[config.mk]
export PLATFORM = sky130hd
export DESIGN_NAME = time_of_day_counter
export DESIGN_NICKNAME = d
export VERILOG_FILES = /design/src/todc_pkg.sv /design/src/todc_normalize.sv /design/src/todc_core.sv /design/src/time_of_day_counter.sv
export SDC_FILE = /design/constraint.sdc
export NUM_CORES = 1
export LEC_CHECK = 0
export BUFFER_PORTS_ARGS = -buffer_cell sky130_fd_sc_hd__buf_2
export CAP_MARGIN = 20
export CORE_MARGIN = 2
export CORE_UTILIZATION = 40
export DETAILED_ROUTE_END_ITERATION = 16
export GPL_TIMING_DRIVEN = 0
export HOLD_SLACK_MARGIN = 0.02
export PLACE_DENSITY_LB_ADDON = 0.05
export SYNTH_ARGS = -nofsm -noshare
export SYNTH_HDL_FRONTEND = slang
export SYNTH_SLANG_ARGS = --single-unit
[constraint.sdc]
create_clock -name clock -period 11.8 [get_ports clock]
set_input_delay 2.36 -clock clock [delete_from_list [all_inputs] [get_ports clock]]
set_output_delay 2.36 -clock clock [all_outputs]
set_load 0.005 [all_outputs]
[src/todc_pkg.sv]
// ---------------------------------------------------------------------------
// Time-of-day counter package
// Shared payload types, operation codes and time limits.
// ---------------------------------------------------------------------------
package todc_pkg;

   localparam logic [1:0] OP_TICK = 2'd0;
   localparam logic [1:0] OP_SET  = 2'd1;
   localparam logic [1:0] OP_READ = 2'd2;

   localparam logic [5:0] SECOND_MAX = 6'd59;
   localparam logic [5:0] MINUTE_MAX = 6'd59;
   localparam logic [4:0] HOUR_MAX   = 5'd23;

   typedef struct packed {
      logic [1:0]        operation;
      logic signed [7:0] set_hour;
      logic signed [7:0] set_minute;
      logic signed [7:0] set_second;
   } req_payload_type;

   typedef struct packed {
      logic [4:0] hour;
      logic [5:0] minute;
      logic [5:0] second;
   } rsp_payload_type;

endpackage

[src/todc_normalize.sv]
// ---------------------------------------------------------------------------
// Set-time normalizer
// Reduces signed hour/minute/second to a valid 24-hour time with floored
// carries and borrows. Pure combinational logic.
// ---------------------------------------------------------------------------
module todc_normalize
   import todc_pkg::*;
(
   input  logic signed [7:0] set_hour,
   input  logic signed [7:0] set_minute,
   input  logic signed [7:0] set_second,
   output rsp_payload_type   time_out
);

   // Operands are biased to be nonnegative; the bias is a multiple of the
   // divisor so the remainder is unchanged and the quotient is offset.
   logic [9:0] sec_biased;
   logic [9:0] min_biased;
   logic [9:0] hour_biased;
   logic [2:0] sec_quo;
   logic [2:0] min_quo;
   logic [3:0] hour_quo;
   logic [8:0] sec_rem;
   logic [8:0] min_rem;
   logic [8:0] hour_rem;

   // second + 180 : 52..307
   assign sec_biased = 10'({{2{set_second[7]}}, set_second}) + 10'd180;

   always_comb begin
      sec_quo = 3'd0;
      for (int k = 1; k <= 5; k++) begin
         if (sec_biased[8:0] >= 9'(k * 60)) begin
            sec_quo = 3'(k);
         end
      end
   end

   assign sec_rem = sec_biased[8:0] - 9'(sec_quo) * 9'd60;

   // minute + (sec_quo - 3) + 180 : 49..309
   assign min_biased = 10'({{2{set_minute[7]}}, set_minute}) + 10'(sec_quo) + 10'd177;

   always_comb begin
      min_quo = 3'd0;
      for (int k = 1; k <= 5; k++) begin
         if (min_biased[8:0] >= 9'(k * 60)) begin
            min_quo = 3'(k);
         end
      end
   end

   assign min_rem = min_biased[8:0] - 9'(min_quo) * 9'd60;

   // hour + (min_quo - 3) + 144 : 13..273
   assign hour_biased = 10'({{2{set_hour[7]}}, set_hour}) + 10'(min_quo) + 10'd141;

   always_comb begin
      hour_quo = 4'd0;
      for (int k = 1; k <= 11; k++) begin
         if (hour_biased[8:0] >= 9'(k * 24)) begin
            hour_quo = 4'(k);
         end
      end
   end

   assign hour_rem = hour_biased[8:0] - 9'(hour_quo) * 9'd24;

   assign time_out.hour   = hour_rem[4:0];
   assign time_out.minute = min_rem[5:0];
   assign time_out.second = sec_rem[5:0];

endmodule

[src/todc_core.sv]
// ---------------------------------------------------------------------------
// Time-of-day core
// Holds the current time and applies one tick, set or read per step.
// ---------------------------------------------------------------------------
module todc_core
   import todc_pkg::*;
(
   input  logic            clock,
   input  logic            reset,
   input  logic            step,
   input  req_payload_type item,
   output rsp_payload_type time_now
);

   rsp_payload_type time_ff;
   rsp_payload_type time_in;
   rsp_payload_type tick_time;
   rsp_payload_type set_time;

   todc_normalize u_normalize (
      .set_hour   (item.set_hour),
      .set_minute (item.set_minute),
      .set_second (item.set_second),
      .time_out   (set_time)
   );

   always_comb begin
      tick_time = time_ff;
      if (time_ff.second == SECOND_MAX) begin
         tick_time.second = 6'd0;
         if (time_ff.minute == MINUTE_MAX) begin
            tick_time.minute = 6'd0;
            tick_time.hour   = (time_ff.hour == HOUR_MAX) ? 5'd0 : time_ff.hour + 5'd1;
         end else begin
            tick_time.minute = time_ff.minute + 6'd1;
         end
      end else begin
         tick_time.second = time_ff.second + 6'd1;
      end
   end

   always_comb begin
      time_in = time_ff;
      if (step) begin
         case (item.operation)
            OP_TICK: time_in = tick_time;
            OP_SET:  time_in = set_time;
            OP_READ: time_in = time_ff;
            default: time_in = time_ff;   // unused code reads only
         endcase
      end
   end

   always_ff @(posedge clock) begin
      if (reset) begin
         time_ff <= '0;
      end else begin
         time_ff <= time_in;
      end
   end

   assign time_now = time_ff;

endmodule

[src/time_of_day_counter.sv]
// ---------------------------------------------------------------------------
// Time-of-day counter
// 24-hour hh:mm:ss clock with tick, set and read transactions.
// ---------------------------------------------------------------------------
// One transaction is accepted per clock cycle while the input is not stalled.
// Each result is registered: the transaction waits in the input register,
// then the time register, which doubles as the result register, takes the
// updated time once the result side can advance. The input stalls only
// while both registers hold a transaction and the result is stalled. Every
// transaction returns the time after its step. The set path normalizes
// signed fields with floored carries in a single pass of compare logic.
module time_of_day_counter
   import todc_pkg::*;
(
   input  logic            clock,
   input  logic            reset,
   input  logic            req_valid,
   output logic            req_stall,
   input  req_payload_type req_payload,
   output logic            rsp_valid,
   input  logic            rsp_stall,
   output rsp_payload_type rsp_payload
);

   logic            stage_valid_ff;
   logic            stage_valid_in;
   req_payload_type stage_item_ff;
   logic            rsp_valid_ff;
   logic            rsp_valid_in;
   logic            advance;
   logic            step;
   logic            req_take;

   assign advance   = !rsp_valid_ff || !rsp_stall;
   assign step      = stage_valid_ff && advance;
   assign req_stall = stage_valid_ff && !advance;
   assign req_take  = req_valid && !req_stall;

   assign stage_valid_in = req_take || (stage_valid_ff && !advance);
   assign rsp_valid_in   = step || (rsp_valid_ff && rsp_stall);

   always_ff @(posedge clock) begin
      if (reset) begin
         stage_valid_ff <= 1'b0;
         rsp_valid_ff   <= 1'b0;
      end else begin
         stage_valid_ff <= stage_valid_in;
         rsp_valid_ff   <= rsp_valid_in;
      end
   end

   always_ff @(posedge clock) begin
      if (req_take) begin
         stage_item_ff <= req_payload;
      end
   end

   todc_core u_core (
      .clock    (clock),
      .reset    (reset),
      .step     (step),
      .item     (stage_item_ff),
      .time_now (rsp_payload)
   );

   assign rsp_valid = rsp_valid_ff;

   // Time always stays a legal 24-hour value.
   assert property (@(posedge clock) disable iff (reset)
      rsp_payload.hour <= HOUR_MAX && rsp_payload.minute <= MINUTE_MAX &&
      rsp_payload.second <= SECOND_MAX)
      else $error("time out of range");

   // A held result must not see the time move underneath it.
   assert property (@(posedge clock) disable iff (reset)
      rsp_valid_ff && rsp_stall |=> $stable(rsp_payload))
      else $error("time changed while result stalled");

   // Every processed item produces a result in the next cycle.
   assert property (@(posedge clock) disable iff (reset)
      step |=> rsp_valid_ff)
      else $error("processed item lost its result");

   // A stalled input stage keeps its item.
   assert property (@(posedge clock) disable iff (reset)
      req_stall |=> stage_valid_ff)
      else $error("stalled item dropped");

   // A tick mid-minute advances only the second.
   assert property (@(posedge clock) disable iff (reset)
      step && stage_item_ff.operation == OP_TICK && rsp_payload.second != SECOND_MAX
      |=> rsp_payload.second == $past(rsp_payload.second) + 6'd1 &&
          rsp_payload.minute == $past(rsp_payload.minute))
      else $error("tick did not advance second");

endmodule

-- Word level (Yosys, flattened, before mapping)
Cells that the tools add are included.
- memories: 0
- bits of input ports: 30
- bits in latches: 0
- bits in read-only memories: 0
- register bits: 45
- output and inout bits: 19
- memory bits (writable): 0
- muxes and demuxes: 27
- reduce and logical (&&, ||, !) cells: 16
- bitwise logic cells: 0
- multiply operators: 3
- add/sub/neg operators: 11
- divide/modulo/power cells: 0
- $lt $le $gt $ge: 21
- equality and inequality tests: 6
- shifts and indexed selects: 0
- operators with widths (cell ; count):
    >= comparator 9 x 8 -> 1 bit, second input constant ; 9
    >= comparator 9 x 7 -> 1 bit, second input constant ; 5
    2-to-1 mux 4 bit ; 10
    one-hot mux 17 bit (2 select lines) ; 1
    >= comparator 9 x 6 -> 1 bit, second input constant ; 3
    >= comparator 9 bit, second input constant ; 3
    2-to-1 mux 3 bit ; 8
    adder 8 x 4 -> 9 bit ; 2
    adder 9 bit, second input constant ; 2
    adder 6 x 1 -> 6 bit, second input constant ; 2
    equality test 6 bit, second input constant ; 2
    2-to-1 mux 6 bit ; 2
    subtractor 6 bit ; 2
    2-to-1 mux 11 bit ; 1
    2-to-1 mux 5 bit ; 2
    adder 8 x 9 -> 9 bit, second input constant ; 1
    >= comparator 9 x 5 -> 1 bit, second input constant ; 1
    multiplier 3 x 4 -> 4 bit, second input constant ; 2
    adder 5 x 1 -> 5 bit, second input constant ; 1
    equality test 5 bit, second input constant ; 1
    subtractor 5 bit ; 1
    logical AND 1 bit ; 4
    logical NOT 1 bit ; 4
    multiplier 4 x 2 -> 2 bit, second input constant ; 1
    9 further kinds ; 14

-- Longest topological paths before layout
- word-level depth: 32
- depth in mapped cells: 34
- mapped depth without buffers: 34

-- Modules after synthesis
From an unflattened synthesis, not the netlist that was laid out.
- cell total of the unflattened synthesis: 419
- area, all modules: 3693.5 um^2
- modules (own cells, without submodules) (module ; sequential area each (um^2) ; instances ; cells an instance ; area an instance (um^2)):
    todc_normalize ; 0.0 ; 1 ; 246 ; 1695.4
    todc_core ; 340.3 ; 1 ; 137 ; 1131.1
    time_of_day_counter ; 820.8 ; 1 ; 36 ; 867.1

-- Worst setup path before layout
No wires, ideal clock.
- kind: register -> register
- start point: register stage_item_ff[2] in the netlist's numbering
- end point: register u_core.time_ff, in the netlist u_core.time_now[16]
- setup time: 0.116 ns
- stages on the path, launching flop included: 33
- data arrival time: 6.641 ns
- required time: 11.684 ns
- path buffers: 0
- clock period less this slack: 6.758 ns
- setup slack: 5.042 ns
- path through: edfxtp_1 > ha_1 > nand4bb_1 > a21boi_0 > or2_2 > nand3b_1 > a21o_1 > o2111ai_1 > o31ai_1 > ha_1 > inv_1 > fa_1 > a21o_1 > a21oi_1 > xnor2_1 > nand4_1 > a21oi_1 > ha_1 > ha_1 > fa_1 > xor2_1 > inv_2 > a211oi_1 > a21oi_1 > o31ai_1 > a31oi_1 > a2bb2oi_1 > ha_1 > xnor3_1 > or3_1 > a211oi_1 > a211oi_1 > o211a_1
- cells in the longest elaborated chain, start to end: 32
- elaborated cells on any way between the ends: 50
- RTL lines (element ; line ; text):
    start, declared ; time_of_day_counter.sv:27 ; req_payload_type stage_item_ff;
    start signal, assigned ; time_of_day_counter.sv:54 ; stage_item_ff <= req_payload;
    adder 8 x 9 -> 9 bit * ; todc_normalize.sv:28 ; assign sec_biased = 10'({{2{set_second[7]}}, set_second}) + 10'd180;
    >= comparator 9 x 6 -> 1 bit ; todc_normalize.sv:33 ; if (sec_biased[8:0] >= 9'(k * 60)) begin
    2-to-1 mux 1 bit ; todc_normalize.sv:33 ;
    2-to-1 mux 3 bit (3 in series) ; todc_normalize.sv:33 ;
    2-to-1 mux 3 bit * ; todc_normalize.sv:33 ;
    adder 8 x 4 -> 9 bit * ; todc_normalize.sv:42 ; assign min_biased = 10'({{2{set_minute[7]}}, set_minute}) + 10'(sec_quo) + 10'd177;
    adder 9 bit * ; todc_normalize.sv:42 ;
    >= comparator 9 x 6 -> 1 bit ; todc_normalize.sv:47 ; if (min_biased[8:0] >= 9'(k * 60)) begin
    [... 5 more ...] ; - ;
    adder 8 x 4 -> 9 bit * ; todc_normalize.sv:56 ; assign hour_biased = 10'({{2{set_hour[7]}}, set_hour}) + 10'(min_quo) + 10'd141;
    adder 9 bit * ; todc_normalize.sv:56 ;
    >= comparator 9 x 5 -> 1 bit ; todc_normalize.sv:61 ; if (hour_biased[8:0] >= 9'(k * 24)) begin
    2-to-1 mux 1 bit ; todc_normalize.sv:61 ;
    2-to-1 mux 4 bit (10 in series) ; todc_normalize.sv:61 ;
    multiplier 4 x 2 -> 2 bit ; todc_normalize.sv:67 ; assign hour_rem = hour_biased[8:0] - 9'(hour_quo) * 9'd24;
    subtractor 5 bit * ; todc_normalize.sv:67 ;
    one-hot mux 17 bit (2 select lines) * ; todc_core.sv:45 ; case (item.operation)
    end signal, assigned ; todc_core.sv:58 ; time_ff <= time_in;
    end, declared ; todc_core.sv:15 ; rsp_payload_type time_ff;
Mark *: on every way between the ends. The rest lies on a longest branch, timed or not.
A chain may end at the register's enable or synchronous reset.

-- Final worst setup path
Same ends and word-level chain as after synthesis.

==> qor.txt <==
Clock Pin Slew Worst Setup and Hold Paths: 0.10 ns
Mapped Nets: 432
Gates resized, CTS repair: 0
ys flop type: edfxtp_1
cells after synthesis: 368
CP peak stage delay: 0.51 ns
Synth area leaders: edfxtp_1 23%, dfxtp_1 11%, ha_1 10%, a21oi_1 3.9%, fa_1 3.6%
r2r setup slk: 4.16 ns
IO buf count: 47
post-DP HPWL: 5710 um
Overall Power: 491 uW
Final period util: 0.647
total CTS buffers: 5
Area Overhead vs Synth: 15.1%
Die Height: 95.4 um
Fin Setup TNS: 0 ns
Initial Util: 0.409
sw frac: 0.345
Top cell by count, worst path: ha_1
hold wc startpoint: u_core.time_now[5]
Async S/R FF share, synth: 0
GRT overflow: 0
clk_lat worst skew: 0.31 ns
largest net degree at the start of global routing: 18
CTS tree: yes
Max clock buf depth: 2
NumNets Final: 487
CP max stage cell: edfxtp_1
Internal Pwr Total: 321 uW
Final Worst Setup Slack: 4.16 ns
row count: 33
share of cells above drive strength 1: 0.149
Max-Cap Viols: 0
I/O pin count: 49
WHS Endpoint: u_core.time_now[5]
fin. max-slew vios: 0
# hold bufs at CTS: 0
Seq pwr share: 0.369
total core area: 8180 um^2
met2 GRT Util: 0.277
WHS Path Cells: 2
routed via count: 2766
grt met3 use: 0.0261
Worst Skew: 0.0110 ns
GR Util met1: 0.230
Crit. End Element: flop
r2r endpoint: u_core.time_now[16]
cell taking the most area after synthesis: edfxtp_1
Setup crit start kind: flop
fillcell total: 803
post-synthesis sequential area ratio: 0.347
Routed WL per cell: 13.8 um
root buf cell: clkbuf_8
status: finished, final reports clean
gpl congestion: 0.778
Setup Crit Path Kind: reg2reg
Finish-stage setup viols: 0
initial drt markers: 67
busiest grt layer: met2
die width: 95.4 um
Clk pwr share: 0.233
CTS sink cnt: 45
critical path arrival: 7.85 ns
Logic pwr share: 0.398
DRC: 0
#FFs+latches synth: 45
RSZ-0062 raised after global routing: no
P_sw: 169 uW
Yosys top cell area share: 0.233
Syn Area/Cell: 9.09 um^2
1st-pass router iterations: 4
synthesized area: 3340 um^2
routed vias/inst: 5.23
pwr dens: 127 nW/um^2
CP Max Fanout: 8
setup bufs post-CTS: 0
top-count cell post-synth: nor2_1
H-tree depth: 2
initial antenna violation count: 0
maximum vdd drop: 0.0623 mV
Hold Fails Final Rpt: 0
Yosys cell types: 56
Worst EP required: 12.01 ns
commonest cells in the netlist: 32 x nor2_1, 30 x inv_1, 28 x ha_1
Leakage: 1.71 nW
vias in the first global route: 2527
first-pass GRT wire length: 11900 um
reg2reg start: stage_item_ff[2]
dpl cell area: 3740 um^2
Post-DRT Antenna Nets: 0
synthesis warning total: 0
Reg2Reg Depth: 32
gr usage total: 0.168
pre-CTS setup slack: 4.13 ns
Slew Limit Headroom: 0.510
maximum clock rate: 131 MHz
post-route minimum period: 7.64 ns
Finished Cell Area: 3850 um^2
worst min-delay path class: reg2reg
Worst Max-Slew Pin Slew: 0.731 ns
final WL: 7290 um
EDFF count, synth: 26
die area: 9110 um^2
Antenna Cells: 0
-- worst max-delay path by stage --
stage,start,endpoint,depth (start not counted)
after floorplan,stage_item_ff[2],u_core.time_now[16],32
after global placement,stage_item_ff[2],u_core.time_now[16],32
after detailed placement,stage_item_ff[2],u_core.time_now[16],32
after CTS,stage_item_ff[2],u_core.time_now[16],32
after global routing,stage_item_ff[2],u_core.time_now[16],32
final,stage_item_ff[2],u_core.time_now[16],32
-- kinds of logic after synthesis --
logic type               after synthesis  share of synthesized area
buffers and inverters                 39                     0.0449
multiplexers                           3                    0.00898
flip-flops                            45                      0.347
XOR/XNOR                              27                     0.0812
AND/OR/NAND/NOR                      116                      0.173
adder cells (fa/ha/maj)               34                      0.141
AO/OA/AOI/OAI                        104                      0.204
-- cell usage in the layout (no fill, tap or decap), types with 7 or more instances in the layout --
cell,instances
and3_1,12
clkbuf_1,7
xnor2_1,13
nand3_1,11
o21ai_0,20
edfxtp_1,26
nor2_1,32
xor2_1,11
ha_1,28
nand2_1,26
buf_2,47
inv_1,30
a21oi_1,26
dfxtp_1,19
-- critical path: cells and delay by family, from the launching register on --
| family | cells | cell delay [ns] |
|---|---|---|
| compound gates | 15 | 2.81 |
| xor+xnor | 3 | 0.83 |
| fa+ha+maj | 7 | 2.11 |
| buf+inv | 2 | 0.15 |
| flops | 1 | 0.51 |
| simple gates | 5 | 1.11 |
-- per-stage QoR --
step	instances	utilization	hold slack [ns]
finish	529	0.471	0.500
global route	529	0.471	0.519
CTS	529	0.471	0.508
detailed placement	521	0.458	0.495
global placement	520	0.454	0.484
floorplan	368	-	0.466
-- area by class of cell --
type	count	area, um^2	share of cell area
clock inverters	2	15.0	0.00390
clock buffers	6	93.8	0.0244
well taps	105	131	0.0341
inverters	31	116	0.0302
multi-input cells	284	2040	0.529
flip-flops and latches	45	1160	0.302
plain buffers	8	33.8	0.00877
repair buffers	48	263	0.0682
-- state kept, by name (all words and copies together), names as in the netlist --
name	flops
rsp_valid	1
stage_item_ff	26
stage_valid_ff	1
u_core.time_now	17
-- routing by layer --
layer / vias up / routed length [um]
met3: 4 / 249
met1: 1269 / 3590
met2: 43 / 3390
li1: 1450 / -
met5: - / 0
met4: 0 / 58
-- power groups by stage --
stage	logic, mW	clock network (mW)	registers (mW)
5_1_grt	0.224	0.122	0.183
3_3_place_gp	0.194	0	0.185
6_report	0.195	0.114	0.181
4_1_cts	0.199	0.118	0.181
3_5_place_dp	0.196	0	0.185
2_1_floorplan	0.153	0	0.184
Note: power is estimated with default switching activity, not from simulation.
